===== src/hdl/mwm_pkg.sv =====
// Shared constants for the mecanum wheel mixer.
`timescale 1ns / 1ps

package mwm_pkg;

  // Field widths fixed by the command format.
  localparam int CMD_WIDTH = 2;
  localparam int VEL_WIDTH = 17;

  // The mix of three 17-bit velocities needs 19 signed bits.
  localparam int SPEED_MIN_WIDTH = 19;

  // Default compare width and reset value of the compare limit.
  localparam int COMPARE_WIDTH_DEF = 16;
  localparam int MAX_COMPARE_RESET = 999;

  // Number of wheels and their slots in the result arrays.
  localparam int NUM_WHEELS = 4;
  localparam int WHEEL_FL = 0;
  localparam int WHEEL_FR = 1;
  localparam int WHEEL_RL = 2;
  localparam int WHEEL_RR = 3;

  // Command codes. The unused code behaves as coast.
  localparam logic [CMD_WIDTH-1:0] CMD_DRIVE = 2'd0;
  localparam logic [CMD_WIDTH-1:0] CMD_BRAKE = 2'd1;
  localparam logic [CMD_WIDTH-1:0] CMD_COAST = 2'd2;

  // H-bridge pin pair codes: bit 0 is IN1, bit 1 is IN2.
  localparam logic [1:0] PINS_COAST = 2'd0;
  localparam logic [1:0] PINS_FWD   = 2'd1;
  localparam logic [1:0] PINS_REV   = 2'd2;
  localparam logic [1:0] PINS_BRAKE = 2'd3;

endpackage


===== src/hdl/mwm_mix.sv =====
// Mecanum mixing of forward, sideways and turn velocities into four wheel speeds.
`timescale 1ns / 1ps

module mwm_mix #(
  parameter int SPEED_WIDTH = mwm_pkg::SPEED_MIN_WIDTH
) (
  input  logic signed [mwm_pkg::VEL_WIDTH-1:0] vx_i,
  input  logic signed [mwm_pkg::VEL_WIDTH-1:0] vy_i,
  input  logic signed [mwm_pkg::VEL_WIDTH-1:0] turn_rate_i,
  output logic signed [SPEED_WIDTH-1:0]        speed_o [mwm_pkg::NUM_WHEELS]
);

  logic signed [SPEED_WIDTH-1:0] ext_vx;
  logic signed [SPEED_WIDTH-1:0] ext_vy;
  logic signed [SPEED_WIDTH-1:0] ext_w;

  // Sign extend so the sums never wrap.
  assign ext_vx = SPEED_WIDTH'(vx_i);
  assign ext_vy = SPEED_WIDTH'(vy_i);
  assign ext_w  = SPEED_WIDTH'(turn_rate_i);

  // The sideways and turn inputs are negated for the motor wiring; the signs
  // below already include that negation.
  assign speed_o[mwm_pkg::WHEEL_FL] = ext_vx - ext_vy + ext_w;
  assign speed_o[mwm_pkg::WHEEL_FR] = ext_vx + ext_vy - ext_w;
  assign speed_o[mwm_pkg::WHEEL_RL] = ext_vx + ext_vy + ext_w;
  assign speed_o[mwm_pkg::WHEEL_RR] = ext_vx - ext_vy - ext_w;

endmodule


===== src/hdl/mwm_wheel.sv =====
// Clamp of one wheel speed and its encoding into a pin pair and a PWM compare value.
`timescale 1ns / 1ps

module mwm_wheel #(
  parameter int COMPARE_WIDTH = mwm_pkg::COMPARE_WIDTH_DEF,
  parameter int SPEED_WIDTH   = mwm_pkg::SPEED_MIN_WIDTH
) (
  input  logic [mwm_pkg::CMD_WIDTH-1:0] cmd_i,
  input  logic signed [SPEED_WIDTH-1:0] speed_i,
  input  logic [COMPARE_WIDTH-1:0]      max_compare_i,
  output logic [1:0]                    pins_o,
  output logic [COMPARE_WIDTH-1:0]      compare_o
);

  logic [SPEED_WIDTH-1:0]   abs_speed;
  logic [SPEED_WIDTH-1:0]   limit_ext;
  logic                     clip;
  logic [COMPARE_WIDTH-1:0] mag;
  logic [COMPARE_WIDTH:0]   half_sum;
  logic                     is_zero;

  // Magnitude of the raw speed, clamped to the limit.
  assign abs_speed = speed_i[SPEED_WIDTH-1] ? SPEED_WIDTH'(-speed_i) : SPEED_WIDTH'(speed_i);
  assign limit_ext = {{(SPEED_WIDTH-COMPARE_WIDTH){1'b0}}, max_compare_i};
  assign clip      = abs_speed > limit_ext;
  assign mag       = clip ? max_compare_i : abs_speed[COMPARE_WIDTH-1:0];

  // Duty is half way between the clamped magnitude and full scale:
  // floor((limit + mag) / 2).
  assign half_sum  = {1'b0, max_compare_i} + {1'b0, mag};

  // A zero speed counts as zero, and a zero limit clamps every speed to zero.
  assign is_zero   = (speed_i == '0) || (max_compare_i == '0);

  // Decode the command and the speed sign into the pin pair and compare value.
  always_comb begin
    unique case (cmd_i)
      mwm_pkg::CMD_DRIVE: begin
        if (is_zero) begin
          pins_o    = mwm_pkg::PINS_BRAKE;
          compare_o = max_compare_i;
        end else begin
          pins_o    = speed_i[SPEED_WIDTH-1] ? mwm_pkg::PINS_REV : mwm_pkg::PINS_FWD;
          compare_o = half_sum[COMPARE_WIDTH:1];
        end
      end
      mwm_pkg::CMD_BRAKE: begin
        pins_o    = mwm_pkg::PINS_BRAKE;
        compare_o = max_compare_i;
      end
      default: begin
        pins_o    = mwm_pkg::PINS_COAST;
        compare_o = '0;
      end
    endcase
  end

endmodule


===== src/hdl/mecanum_wheel_mixer.sv =====
// Top level of the mecanum wheel mixer: input register, mixing logic and result register.
`timescale 1ns / 1ps

// Usage:
// A command (cmd_i, vx_i, vy_i, turn_rate_i) transfers on the input channel when
// in_valid_i and in_ready_o are both high. Drive mode mixes the velocities into
// four wheel speeds; brake and coast commands set all wheels at once. One result
// with a pin pair and a PWM compare value per wheel transfers on the output
// channel when out_valid_o and out_ready_i are both high.
// A command passes from the input register through the mix, clamp and halving,
// a single combinational stage, into the result register that drives the outputs.
// Throughput: one command per cycle while the receiver does not stall. When it
// stalls, the result register holds and the input register takes a command only
// while it is empty; once it is full, in_ready_o stays low until a transfer.
// The user must write the compare limit with cfg_wr_en_i / cfg_wr_data_i only
// while the block is empty; the block itself does not enforce this. Reset empties
// both registers and sets the limit to 999.
module mecanum_wheel_mixer #(
  parameter int COMPARE_WIDTH = mwm_pkg::COMPARE_WIDTH_DEF
) (
  input  logic                                 clk_i,
  input  logic                                 rst_ni,
  // Configuration write port.
  input  logic                                 cfg_wr_en_i,
  input  logic [COMPARE_WIDTH-1:0]             cfg_wr_data_i,
  // Command channel.
  input  logic                                 in_valid_i,
  output logic                                 in_ready_o,
  input  logic [mwm_pkg::CMD_WIDTH-1:0]        cmd_i,
  input  logic signed [mwm_pkg::VEL_WIDTH-1:0] vx_i,
  input  logic signed [mwm_pkg::VEL_WIDTH-1:0] vy_i,
  input  logic signed [mwm_pkg::VEL_WIDTH-1:0] turn_rate_i,
  // Result channel.
  output logic                                 out_valid_o,
  input  logic                                 out_ready_i,
  output logic [1:0]                           front_left_pins_o,
  output logic [COMPARE_WIDTH-1:0]             front_left_compare_o,
  output logic [1:0]                           front_right_pins_o,
  output logic [COMPARE_WIDTH-1:0]             front_right_compare_o,
  output logic [1:0]                           rear_left_pins_o,
  output logic [COMPARE_WIDTH-1:0]             rear_left_compare_o,
  output logic [1:0]                           rear_right_pins_o,
  output logic [COMPARE_WIDTH-1:0]             rear_right_compare_o
);

  localparam int SpeedWidth = (COMPARE_WIDTH + 2 > mwm_pkg::SPEED_MIN_WIDTH) ?
                              (COMPARE_WIDTH + 2) : mwm_pkg::SPEED_MIN_WIDTH;
  localparam logic [COMPARE_WIDTH-1:0] MaxCompareReset =
    COMPARE_WIDTH'(mwm_pkg::MAX_COMPARE_RESET);

  logic [COMPARE_WIDTH-1:0] max_compare_q;

  logic                                 s1_valid_q;
  logic                                 s1_ready;
  logic [mwm_pkg::CMD_WIDTH-1:0]        s1_cmd_q;
  logic signed [mwm_pkg::VEL_WIDTH-1:0] s1_vx_q;
  logic signed [mwm_pkg::VEL_WIDTH-1:0] s1_vy_q;
  logic signed [mwm_pkg::VEL_WIDTH-1:0] s1_w_q;

  logic                                 s2_valid_q;
  logic                                 s2_ready;
  logic [1:0]                           pins_d    [mwm_pkg::NUM_WHEELS];
  logic [COMPARE_WIDTH-1:0]             compare_d [mwm_pkg::NUM_WHEELS];
  logic [1:0]                           pins_q    [mwm_pkg::NUM_WHEELS];
  logic [COMPARE_WIDTH-1:0]             compare_q [mwm_pkg::NUM_WHEELS];

  logic signed [SpeedWidth-1:0]         speed     [mwm_pkg::NUM_WHEELS];

  // Compare limit register.
  always_ff @(posedge clk_i or negedge rst_ni) begin
    if (!rst_ni) begin
      max_compare_q <= MaxCompareReset;
    end else if (cfg_wr_en_i) begin
      max_compare_q <= cfg_wr_data_i;
    end
  end

  // Each register takes new data when it is empty or its content moves on.
  assign s2_ready   = !s2_valid_q || out_ready_i;
  assign s1_ready   = !s1_valid_q || s2_ready;
  assign in_ready_o = s1_ready;

  // Input register control.
  always_ff @(posedge clk_i or negedge rst_ni) begin
    if (!rst_ni) begin
      s1_valid_q <= 1'b0;
    end else if (s1_ready) begin
      s1_valid_q <= in_valid_i;
    end
  end

  // Input register payload.
  always_ff @(posedge clk_i) begin
    if (s1_ready && in_valid_i) begin
      s1_cmd_q <= cmd_i;
      s1_vx_q  <= vx_i;
      s1_vy_q  <= vy_i;
      s1_w_q   <= turn_rate_i;
    end
  end

  // Wheel speed mixing.
  mwm_mix #(
    .SPEED_WIDTH(SpeedWidth)
  ) u_mix (
    .vx_i       (s1_vx_q),
    .vy_i       (s1_vy_q),
    .turn_rate_i(s1_w_q),
    .speed_o    (speed)
  );

  // Per-wheel clamp and output encoding.
  for (genvar k = 0; k < mwm_pkg::NUM_WHEELS; k++) begin : g_wheel
    mwm_wheel #(
      .COMPARE_WIDTH(COMPARE_WIDTH),
      .SPEED_WIDTH  (SpeedWidth)
    ) u_wheel (
      .cmd_i        (s1_cmd_q),
      .speed_i      (speed[k]),
      .max_compare_i(max_compare_q),
      .pins_o       (pins_d[k]),
      .compare_o    (compare_d[k])
    );
  end

  // Result register control.
  always_ff @(posedge clk_i or negedge rst_ni) begin
    if (!rst_ni) begin
      s2_valid_q <= 1'b0;
    end else if (s2_ready) begin
      s2_valid_q <= s1_valid_q;
    end
  end

  // Result register payload.
  always_ff @(posedge clk_i) begin
    if (s2_ready && s1_valid_q) begin
      pins_q    <= pins_d;
      compare_q <= compare_d;
    end
  end

  // Output ports.
  assign out_valid_o           = s2_valid_q;
  assign front_left_pins_o     = pins_q[mwm_pkg::WHEEL_FL];
  assign front_left_compare_o  = compare_q[mwm_pkg::WHEEL_FL];
  assign front_right_pins_o    = pins_q[mwm_pkg::WHEEL_FR];
  assign front_right_compare_o = compare_q[mwm_pkg::WHEEL_FR];
  assign rear_left_pins_o      = pins_q[mwm_pkg::WHEEL_RL];
  assign rear_left_compare_o   = compare_q[mwm_pkg::WHEEL_RL];
  assign rear_right_pins_o     = pins_q[mwm_pkg::WHEEL_RR];
  assign rear_right_compare_o  = compare_q[mwm_pkg::WHEEL_RR];

`ifndef SYNTH
  // An accepted command always lands in the input register.
  a_in_lands: assert property (@(posedge clk_i) disable iff (!rst_ni)
    in_valid_i && in_ready_o |=> s1_valid_q)
    else $error("accepted command did not reach the input register");

  // A command blocked by a full result register keeps its contents.
  a_s1_hold: assert property (@(posedge clk_i) disable iff (!rst_ni)
    s1_valid_q && !s2_ready |=> s1_valid_q && $stable(s1_cmd_q) && $stable(s1_vx_q))
    else $error("input register changed while stalled");

  // A coasting front left wheel always carries a zero compare value.
  a_coast_zero: assert property (@(posedge clk_i) disable iff (!rst_ni)
    out_valid_o && front_left_pins_o == mwm_pkg::PINS_COAST |-> front_left_compare_o == '0)
    else $error("coast result with nonzero compare");

  // A driven rear right wheel never gets a zero compare value.
  a_drive_nonzero: assert property (@(posedge clk_i) disable iff (!rst_ni)
    out_valid_o && (rear_right_pins_o == mwm_pkg::PINS_FWD ||
                    rear_right_pins_o == mwm_pkg::PINS_REV)
    |-> rear_right_compare_o != '0)
    else $error("driven wheel with zero compare");
`endif

endmodule


===== config.mk =====
export PLATFORM = sky130hd
export DESIGN_NAME = mecanum_wheel_mixer
export DESIGN_NICKNAME = d
export VERILOG_FILES = /design/src/hdl/mwm_pkg.sv /design/src/hdl/mwm_mix.sv /design/src/hdl/mwm_wheel.sv /design/src/hdl/mecanum_wheel_mixer.sv
export SDC_FILE = /design/constraint.sdc
export NUM_CORES = 1
export LEC_CHECK = 0
export BUFFER_PORTS_ARGS = -buffer_cell sky130_fd_sc_hd__buf_4
export CAP_MARGIN = 20
export CORE_UTILIZATION = 32
export CTS_CLUSTER_DIAMETER = 60
export DETAILED_ROUTE_END_ITERATION = 8
export PLACE_DENSITY_LB_ADDON = 0.25
export REMOVE_ABC_BUFFERS = 1
export SLEW_MARGIN = 20
export SYNTH_ARGS = -nofsm -noshare
export SYNTH_HDL_FRONTEND = slang
export SYNTH_HIERARCHICAL = 1
export SYNTH_SLANG_ARGS = --single-unit
export TNS_END_PERCENT = 20

===== constraint.sdc =====
create_clock -name clk_i -period 8.6 [get_ports clk_i]
set_input_delay 1.72 -clock clk_i [delete_from_list [all_inputs] [get_ports clk_i]]
set_output_delay 1.72 -clock clk_i [all_outputs]
set_load 0.02 [all_outputs]

==> results of run 1 <==
[stage by stage]
step / setup WS [ns] / TNS [ns]
after detailed placement: -0.400 / -1.67
after global routing: -0.291 / -2.59
final: 0.0790 / 0
after floorplan: -1.03 / -15.96
after global placement: -0.307 / -0.516
after CTS: 0.00818 / 0
[cell usage after synthesis (6+ instances only)]
master / instances / share of area, %
nor2_1: 159 / 3.4
o31ai_1: 37 / 1.6
or4_1: 13 / 0.55
a211oi_1: 44 / 1.9
xnor2_1: 130 / 6.4
nand2_1: 134 / 2.8
o21a_1: 27 / 1.1
and2_1: 11 / 0.39
edfxtp_1: 125 / 21
ha_1: 242 / 17
buf_2: 11 / 0.31
or2_2: 10 / 0.35
a21o_1: 35 / 1.5
nand3_1: 39 / 1.1
a21oi_1: 172 / 4.9
inv_1: 169 / 3.6
dfstp_2: 8 / 1.2
mux2i_1: 9 / 0.51
nand4_1: 25 / 0.89
a2111oi_0: 6 / 0.30
nor4_1: 37 / 1.3
xor2_1: 41 / 2.0
nor3_1: 74 / 2.1
or3_1: 23 / 0.81
nor2b_1: 10 / 0.35
nand2b_1: 22 / 0.78
a31oi_1: 19 / 0.67
o21ai_0: 66 / 1.9
buf_1: 9 / 0.19
clkbuf_1: 50 / 1.1
nand3b_1: 11 / 0.47
o41ai_1: 11 / 0.55
o21bai_1: 18 / 0.77
o31a_1: 9 / 0.45
o21ai_1: 27 / 0.77
mux2_2: 51 / 3.3
and3_1: 22 / 0.78
dfrtp_1: 10 / 1.4
fa_1: 10 / 1.1
mux2_4: 10 / 0.85
o211ai_1: 19 / 0.81
[metal layers]
| layer | GRT usage [%] | vias to the layer above | share of wire, % |
|---|---|---|---|
| li1 | - | 8492 | - |
| met1 | 27.5 | 8242 | 47 |
| met2 | 32.3 | 477 | 45 |
| met3 | 3.68 | 100 | 4.9 |
| met4 | 7.75 | 0 | 2.8 |
| met5 | 0 | - | 0 |
[final timing paths]
check	startpoint	end
worst min register to register	s1_valid_q$_DFFE_PN0P_	out_valid_o$_DFFE_PN0P_
worst min-delay path	s1_valid_q$_DFFE_PN0P_	out_valid_o$_DFFE_PN0P_
max in group asynchronous	rst_ni	max_compare_q[9]$_DFFE_PN1P_
worst max-delay path	s1_vy_q[0]$_DFFE_PP_	rear_left_compare_o[15]$_DFFE_PP_
worst max register to register	s1_vy_q[0]$_DFFE_PP_	rear_left_compare_o[15]$_DFFE_PP_
min in group asynchronous	rst_ni	max_compare_q[11]$_DFFE_PN0P_
[report_power, final]
part | switching (mW) | internal (mW) | leakage, nW
logic | 3.50 | 3.16 | 8.60
clock network | 0.328 | 0.425 | 0.268
registers | 0.0657 | 0.895 | 1.42
[worst max-delay path, delay by kind of cell, from the launching register on]
family	cells	cell delay (ns)
compound gates	14	2.84
xor+xnor	3	0.47
fa+ha+maj	5	1.21
buf+inv	8	1.22
flops	1	0.42
mux	1	0.35
simple gates	7	1.70
[repair_timing]
item,4_1_cts,5_1_grt
gates cloned,0,4
setup buffers,0,44
endpoints found under the setup margin,18,46
pin swaps,1,143
gates resized for setup,21,268
[registers in the layout (all words and copies together), names as in the netlist, 16 cells and up]
register and flops:
s1_vx_q 17, s1_vy_q 17, s1_w_q 17, front_left_compare_o 16, front_right_compare_o 16, max_compare_q 16, rear_left_compare_o 16, rear_right_compare_o 16
[area by class of cell]
type / count / area share, %
multi-input cells: 1679 / 58.2
clock buffers: 19 / 1.82
clock inverters: 13 / 0.582
flip-flops and latches: 143 / 17.7
repair buffers: 482 / 15.4
inverters: 172 / 2.71
well taps: 696 / 3.65
[logic make-up after synthesis]
| kind of cell | count (synthesis) | share of synthesized area [%] |
|---|---|---|
| and+or+nand+nor | 623 | 18.1 |
| AOI/OAI and AO/OA | 562 | 21.0 |
| adders and majority gates | 252 | 18.3 |
| buffers and inverters | 248 | 5.59 |
| xor gates and xnor gates | 171 | 8.48 |
| DFF | 143 | 23.9 |
| muxes | 70 | 4.61 |
==> results.md, run 1 <==
- # port buffers: 147
- CTS Root Cell: clkbuf_16
- Row cnt: 85
- CORE AREA: 54100 um^2
- CTS Buf Count: 17
- WL per Instance: 18.6 um
- DRT antenna net count: 0
- Final Power: 8.37 mW
- Post-synth EDFFs: 125
- Routability cong.: 0.908
- Minimum clock period: 8.52 ns
- Die width: 237 um
- Clk_skew: 0.0149 ns
- Hold slack final: 0.499 ns
- Vias per std cell: 5.40
- Leading cell types in the layout, fill and taps excluded: 465 x buf_4, 221 x ha_1, 165 x inv_1, 150 x nor2_1, 137 x a21oi_1
- Post-layout nets: 2821
- Synthesized instance count: 2069
- Total GRT Usage: 20.4%
- Final core occ: 44.1%
- H-tree Lvls: 4
- Clock-pin slew on the worst setup and hold paths: 0.06 ns
- Worst setup SP type: flop
- Area of the multi-input gates: 13900 um^2
- Least-Margin Pin Slew: 1.02 ns
- Power per Cell Area: 351 nW/um^2
- CTS Hold Buffers Added: 0
- Max frequency: 117 MHz
- Max Cap Viol: 0
- Layout cells sized above 1: 32.8%
- DRC Markers: 0
- Commonest non-fill, non-tap cell in the layout: buf_4
- Final hold vios: 0
- Yosys warns: 6
- Final worst-path cycle share: 99.1%
- Setup CP Type: reg2reg
- R2r worst-path depth: 38
- Synth Register Bits: 143
- Status: finished, final reports clean
- Fillers: 5184
- Starting Density: 32.6%
- Critical path's most frequent cell: buf_4
- Sequential Area: 4210 um^2
- Slowest stage cell, crit path: or4_4
- Sink Count: 143
- CTS tree: built
- Hold WC Path Type: reg2reg
- CP max FO: 5
- CP max stage delay: 0.58 ns
- Final std cells w/o fill: 3204
- DPL Wire Length: 45400 um
- Via count: 17311
- Global-route wire length before repair: 89700 um
- Final setup viols: 0
- I/O pin cnt: 148
- Initial antenna violation count: 0
- Clk_lat worst skew: 0.50 ns
- Pins over their slew limit: 0
- Worst vdd ir: 0.182 mV
- Grt total ovfl: 0
- Cell area after synthesis: 17700 um^2
- Layout area overhead: 35.1%
- # diodes: 0
- Crit path arrival time: 8.73 ns
- Slew headroom: 32.2%
- Worst Setup End Kind: flop
- LEAKAGE: 10.3 nW
- Cell variety after synth: 85
- Die H: 237 um
- Critical path required time: 8.81 ns
- Drt total wl: 59500 um
- Vias in the first global route: 16533
- Post-synthesis sequential area ratio: 23.9%
- WHS Path Cells: 1
- 1st-pass router iterations: 5
- Design area: 23800 um^2
- Pin count of the biggest net entering global routing: 73
- Avg Inst Size Synth: 8.53 um^2
- Worst R2R Setup Slack: 0.08 ns
- Post-synth top flop: edfxtp_1
- Clock Path Buffers: 2
- Total die area: 56100 um^2
- DP Cell Count: 3128
- Post-synthesis async set-or-reset flop share: 12.6%
- RSZ-0062 raised after global routing: true
- DRT iter0 DRCs: 980
- Post-DP Area: 21500 um^2
No activity file was read; power rests on OpenSTA's default activity.
==> inputs of run 2 (changes only) <==
- CAP_MARGIN: 20 -> 0
- clock period: 8.6 -> 7.15 ns (I/O delays scaled with it)
==> results.md, run 2 (synthesis results as in run 1) <==
- Layout cells sized above 1: 52.6% (was 32.8%)
- Worst vdd ir: 0.229 mV (was 0.182 mV)
- Final std cells w/o fill: 3776 (was 3204)
- Global-route wire length before repair: 105000 um (was 89700 um)
- Drt total wl: 70400 um (was 59500 um)
- # diodes: 0 (unchanged)
- Clk_lat worst skew: 0.50 ns (about the same)
- Final hold vios: 0 (unchanged)
- Register share of total power: 8.6% (was 11.5%)
- Fin worst setup slack: -1.24 ns (was 0.0790 ns)
- Die H: 237 um (unchanged)
- CP max FO: 6 (was 5)
- Pins over their slew limit: 0 (unchanged)
- Worst setup SP type: flop (unchanged)
- Final worst-path cycle share: 117% (was 99.1%)
- Leading cell types in the layout, fill and taps excluded: 990 x buf_4, 177 x ha_1, 156 x inv_1, 144 x nor2_1, 125 x edfxtp_1 (was 465 x buf_4, 221 x ha_1, 165 x inv_1, 150 x nor2_1, 137 x a21oi_1)
- DRT antenna net count: 0 (unchanged)
- Setup TNS: -47.50 ns (was 0 ns)
- Hold WC Path Type: reg2reg (unchanged)
- Comb pwr share: 84.5% (was 79.5%)
- Clock Path Buffers: 2 (unchanged)
- Design area: 30200 um^2 (was 23800 um^2)
- Critical path's most frequent cell: buf_4 (unchanged)
- Status: finished, violations left (was finished, final reports clean)
- CORE AREA: 54100 um^2 (unchanged)
- Clock power frac: 6.9% (was 9.0%)
- Layout area overhead: 70.8% (was 35.1%)
- RSZ-0062 raised after global routing: true (unchanged)
- Worst slack, placed: -1.93 ns (was -0.400 ns)
- Starting Density: 32.6% (unchanged)
- LEAKAGE: 13.5 nW (was 10.3 nW)
- WL per Instance: 18.6 um (about the same)
- Fillers: 4595 (was 5184)
- Worst R2R Setup Slack: -1.24 ns (was 0.08 ns)
- Top flop regs: s1_vx_q (17), s1_vy_q (17), s1_w_q (17) (unchanged)
- Total GRT Usage: 23.8% (was 20.4%)
- Setup CP Type: reg2reg (unchanged)
- Total die area: 56100 um^2 (unchanged)
- NetSw: 5.93 mW (was 3.89 mW)
- Clock-pin slew on the worst setup and hold paths: 0.08 ns (was 0.06 ns)
- Vias in the first global route: 20091 (was 16533)
- CP max stage delay: 0.60 ns (was 0.58 ns)
- 1st-pass router iterations: 7 (was 5)
- I/O pin cnt: 148 (unchanged)
- Sink Count: 143 (unchanged)
- H-tree Lvls: 4 (unchanged)
- Slew headroom: 31.5% (was 32.2%)
- Minimum clock period: 8.39 ns (was 8.52 ns)
- CTS Root Cell: clkbuf_16 (unchanged)
- Int Pwr: 7.82 mW (was 4.48 mW)
- # port buffers: 147 (unchanged)
- CTS tree: built (unchanged)
- Max frequency: 119 MHz (was 117 MHz)
- Max Cap Viol: 0 (unchanged)
- DRT iter0 DRCs: 1251 (was 980)
- Post-layout nets: 3393 (was 2821)
- Commonest non-fill, non-tap cell in the layout: buf_4 (unchanged)
- Pin count of the biggest net entering global routing: 73 (unchanged)
- Initial antenna violation count: 0 (unchanged)
- DPL Wire Length: 49400 um (was 45400 um)
- Grt total ovfl: 0 (unchanged)
- Final setup viols: 59 (was 0)
- Via count: 20147 (was 17311)
- Least-Margin Pin Slew: 1.03 ns (was 1.02 ns)
- Worst Setup End Kind: flop (unchanged)
- Slowest stage cell, crit path: or4_4 (unchanged)
- Violated checks: negative setup slack
- Critical path required time: 7.49 ns (was 8.81 ns)
- Power per Cell Area: 456 nW/um^2 (was 351 nW/um^2)
- Vias per std cell: 5.34 (was 5.40)
- Routability cong.: 0.918 (was 0.908)
- Crit path arrival time: 8.72 ns (was 8.73 ns)
- Switch share: 43.1% (was 46.5%)
- CTS Buf Count: 17 (unchanged)
- Post-DP Area: 24200 um^2 (was 21500 um^2)
- DP Cell Count: 3491 (was 3128)
- Row cnt: 85 (unchanged)
- DRC Markers: 0 (unchanged)
- Die width: 237 um (unchanged)
- Final core occ: 55.7% (was 44.1%)
- Clk_skew: 0.0163 ns (was 0.0149 ns)
run 2: critical path: cells and delay by family, from the launching register on:
kind | cells | cell delay (ns)
muxes | 1 | 0.27
buffers and inverters | 24 | 3.01
AOI/OAI and AO/OA | 7 | 1.22
and+or+nand+nor | 7 | 1.65
DFF | 1 | 0.42
xor gates and xnor gates | 3 | 0.59
adders and majority gates | 4 | 1.05
run 2: layout make-up:
cell class              count  area [um^2]  share of cell area [%]
repair buffers           1054         8220                    27.3
flip-flops and latches    143         4210                    14.0
well taps                 696          871                    2.89
clock inverters            10         86.3                   0.286
multi-input cells        1679        15600                    51.7
inverters                 172          651                    2.16
clock buffers              22          522                    1.73
run 2: power by group through the flow:
stage / clock [mW] / combinational (mW) / sequential (mW)
finish: 0.945 / 11.6 / 1.18
CTS: 0.978 / 9.98 / 1.18
global placement: 0 / 7.70 / 1.19
floorplan: 0 / 4.20 / 1.27
detailed placement: 0 / 7.84 / 1.19
global route: 0.996 / 12.4 / 1.19
run 2: final timing paths:
| path | start | to | cells past startpoint |
|---|---|---|---|
| max in group asynchronous | rst_ni | max_compare_q[0]$_DFFE_PN1P_ | 1 |
| min reg2reg | s1_valid_q$_DFFE_PN0P_ | out_valid_o$_DFFE_PN0P_ | 1 |
| min in group asynchronous | rst_ni | max_compare_q[14]$_DFFE_PN0P_ | 1 |
| max | s1_vy_q[0]$_DFFE_PP_ | rear_left_compare_o[12]$_DFFE_PP_ | 46 |
| min | s1_valid_q$_DFFE_PN0P_ | out_valid_o$_DFFE_PN0P_ | 1 |
| max reg2reg | s1_vy_q[0]$_DFFE_PP_ | rear_left_compare_o[12]$_DFFE_PP_ | 46 |
run 2: timing repair:
| item | in CTS | in global routing |
|---|---|---|
| endpoints found under the hold margin | 0 | 0 |
| gates resized for setup | 333 | 303 |
| buffers inserted | 191 | 73 |
| pin swaps | 190 | 206 |
| cloned | 3 | 1 |
| hold buffers | 0 | 0 |
| endpoints found under the setup margin | 64 | 64 |
run 2: metal layers:
metal / up-vias / GRT usage (%) / part of all wire [%]
met2: 609 / 40.2 / 48
met1: 9708 / 29.8 / 43
met3: 208 / 4.08 / 5.0
met4: 0 / 10.0 / 4.2
li1: 9622 / - / -
met5: - / 0 / 0
run 2: stage by stage:
step                total power [mW]  hold slack [ns]
floorplan                       5.47            0.449
global placement                8.89            0.471
detailed placement              9.03            0.483
CTS                             12.1            0.502
global route                    14.6            0.512
finish                          13.8            0.504
==> inputs of run 3 (changes only) <==
- clock period: 7.15 -> 8.37 ns (I/O delays scaled with it)
==> results.md, run 3 (synthesis results as in run 1) <==
- CP max FO: 4 (was 6)
- CTS Hold Buffers Added: 0 (unchanged)
- Max frequency: 121 MHz (was 119 MHz)
- Critical path's most frequent cell: buf_4 (unchanged)
- Fin worst setup slack: 0.0879 ns (was -1.24 ns)
- Hold slack final: 0.518 ns (was 0.504 ns)
- Global-route wire length before repair: 93700 um (was 105000 um)
- 1st-pass router iterations: 5 (was 7)
- R2r worst-path depth: 50 (was 46)
- Worst slack, placed: -0.498 ns (was -1.93 ns)
- Pin count of the biggest net entering global routing: 73 (unchanged)
- Initial antenna violation count: 0 (unchanged)
- Pins over their slew limit: 0 (unchanged)
- Slowest stage cell, crit path: or4_4 (unchanged)
- Sink Count: 143 (unchanged)
- Final setup viols: 0 (was 59)
- CTS Buf Count: 17 (unchanged)
- CTS tree: built (unchanged)
- # port buffers: 147 (unchanged)
- Grt total ovfl: 0 (unchanged)
- RSZ-0062 raised after global routing: true (unchanged)
- Worst Setup End Kind: flop (unchanged)
- Vias per std cell: 5.30 (was 5.34)
- Commonest non-fill, non-tap cell in the layout: buf_4 (unchanged)
- Die H: 237 um (unchanged)
- Layout cells sized above 1: 38.9% (was 52.6%)
- WHS Path Cells: 1 (unchanged)
- Via count: 17969 (was 20147)
- Crit path arrival time: 8.57 ns (was 8.72 ns)
- Critical path required time: 8.66 ns (was 7.49 ns)
- Drt total wl: 61600 um (was 70400 um)
- Setup TNS: 0 ns (was -47.50 ns)
- CORE AREA: 54100 um^2 (unchanged)
- Power per Cell Area: 373 nW/um^2 (was 456 nW/um^2)
- Clock-pin slew on the worst setup and hold paths: 0.07 ns (was 0.08 ns)
- DRC Markers: 0 (unchanged)
- WL per Instance: 18.2 um (was 18.6 um)
- Worst vdd ir: 0.207 mV (was 0.229 mV)
- Clk_skew: 0.0212 ns (was 0.0163 ns)
- Post-DP Area: 22400 um^2 (was 24200 um^2)
- Final core occ: 47.5% (was 55.7%)
- Hold wc startpoint: s1_valid_q$_DFFE_PN0P_ (unchanged)
- CP max stage delay: 0.55 ns (was 0.60 ns)
- I/O pin cnt: 148 (unchanged)
- Starting Density: 32.6% (unchanged)
- Worst reg2reg endpoint: front_left_compare_o[13]$_DFFE_PP_ (was rear_left_compare_o[12]$_DFFE_PP_)
- Clk_lat worst skew: 0.51 ns (was 0.50 ns)
- Row cnt: 85 (unchanged)
- Design area: 25700 um^2 (was 30200 um^2)
- H-tree Lvls: 4 (unchanged)
- Leading cell types in the layout, fill and taps excluded: 642 x buf_4, 214 x ha_1, 165 x inv_1, 149 x nor2_1, 131 x a21oi_1 (was 990 x buf_4, 177 x ha_1, 156 x inv_1, 144 x nor2_1, 125 x edfxtp_1)
- DP Cell Count: 3248 (was 3491)
- Slew headroom: 31.4% (was 31.5%)
- Max Cap Viol: 0 (unchanged)
- Final hold vios: 0 (unchanged)
- Final Power: 9.60 mW (was 13.8 mW)
- Least-Margin Pin Slew: 1.03 ns (about the same)
- Delay-heaviest family, CP: buffers and inverters (unchanged)
- DPL Wire Length: 46300 um (was 49400 um)
- Buf/Inv on CP: 27 (was 24)
- Post-layout nets: 3005 (was 3393)
- Total die area: 56100 um^2 (unchanged)
- Top flop regs: s1_vx_q (17), s1_vy_q (17), s1_w_q (17) (unchanged)
- Hold path endpoint: out_valid_o$_DFFE_PN0P_ (unchanged)
- # diodes: 0 (unchanged)
- FF-to-FF Start: s1_vy_q[1]$_DFFE_PP_ (was s1_vy_q[0]$_DFFE_PP_)
- Worst R2R Setup Slack: 0.09 ns (was -1.24 ns)
- Die width: 237 um (unchanged)
- DRT antenna net count: 0 (unchanged)
- Vias in the first global route: 17586 (was 20091)
- Status: finished, final reports clean (was finished, violations left)
- Setup CP Type: reg2reg (unchanged)
- LEAKAGE: 11.3 nW (was 13.5 nW)
- Layout area overhead: 45.5% (was 70.8%)
- Final worst-path cycle share: 98.9% (was 117%)
- Total GRT Usage: 21.3% (was 23.8%)
- Minimum clock period: 8.28 ns (was 8.39 ns)
- Worst setup SP type: flop (unchanged)
- DRT iter0 DRCs: 1123 (was 1251)
- Hold WC Path Type: reg2reg (unchanged)
- Clock Path Buffers: 2 (unchanged)
- Routability cong.: 0.923 (was 0.918)
- CTS Root Cell: clkbuf_16 (unchanged)
- Final std cells w/o fill: 3388 (was 3776)
- Fillers: 5131 (was 4595)
==> run 3: cell types whose count changed in the layout (fill, tap and decap cells not counted), moves of 13 or more <==
cell	before	now
buf_4	990	642
ha_1	177	214
buf_6	56	20
a21oi_1	97	131
ha_4	54	21
a21oi_2	62	34
xnor2_1	89	108
nand2_1	114	130
xnor2_2	38	22
nand2_2	17	4
==> run 3: final cells by class <==
cell class	count	area, um^2	area share (%)
multi-input cells	1679	14200	55.3
repair buffers	666	5110	19.9
flip-flops and latches	143	4210	16.4
well taps	696	871	3.39
inverters	172	648	2.52
clock buffers	22	454	1.77
clock inverters	10	188	0.730
==> run 3: per-layer routing <==
metal	global-route usage (%)	vias to the layer above	part of all wire [%]
met4	7.77	0	3.3
li1	-	8834	-
met5	0	-	0
met1	27.5	8555	44
met3	3.60	104	5.2
met2	35.6	476	47
==> run 3: repair_timing <==
item	in CTS	in global routing
pin swaps	69	164
gates cloned	3	2
hold endpoints to repair	0	0
buffers inserted	57	50
endpoints found under the setup margin	36	48
resized for setup	117	235
==> run 3: worst max path at each step <==
stage | startpoint | to | slack (ns) | cells after the start
global placement | s1_vx_q[0]$_DFFE_PP_ | rear_left_compare_o[10]$_DFFE_PP_ | -0.33 | 35
global route | s1_vy_q[1]$_DFFE_PP_ | front_right_compare_o[10]$_DFFE_PP_ | -0.27 | 36
CTS | s1_vy_q[1]$_DFFE_PP_ | rear_left_compare_o[15]$_DFFE_PP_ | 0.009 | 42
finish | s1_vy_q[1]$_DFFE_PP_ | front_left_compare_o[13]$_DFFE_PP_ | 0.09 | 50
floorplan | s1_vx_q[0]$_DFFE_PP_ | front_right_compare_o[10]$_DFFE_PP_ | -1.26 | 39
detailed placement | s1_vy_q[0]$_DFFE_PP_ | rear_left_compare_o[15]$_DFFE_PP_ | -0.50 | 35
==> run 3: power breakdown <==
part / internal (mW) / leakage (nW) / switching [mW]
registers: 0.919 / 1.42 / 0.0653
clock network: 0.535 / 0.305 / 0.336
logic: 3.89 / 9.58 / 3.85
total: 5.34 / 11.3 / 4.26
==> run 3: worst register-to-register path: cells and delay by family (launching register included) <==
family / cells / cell delay [ns]
XOR/XNOR: 3 / 0.43
AO/OA/AOI/OAI: 10 / 1.26
multiplexers: 1 / 0.28
adder cells (fa/ha/maj): 3 / 0.96
AND/OR/NAND/NOR: 6 / 1.37
flip-flops: 1 / 0.45
buffers and inverters: 27 / 3.37
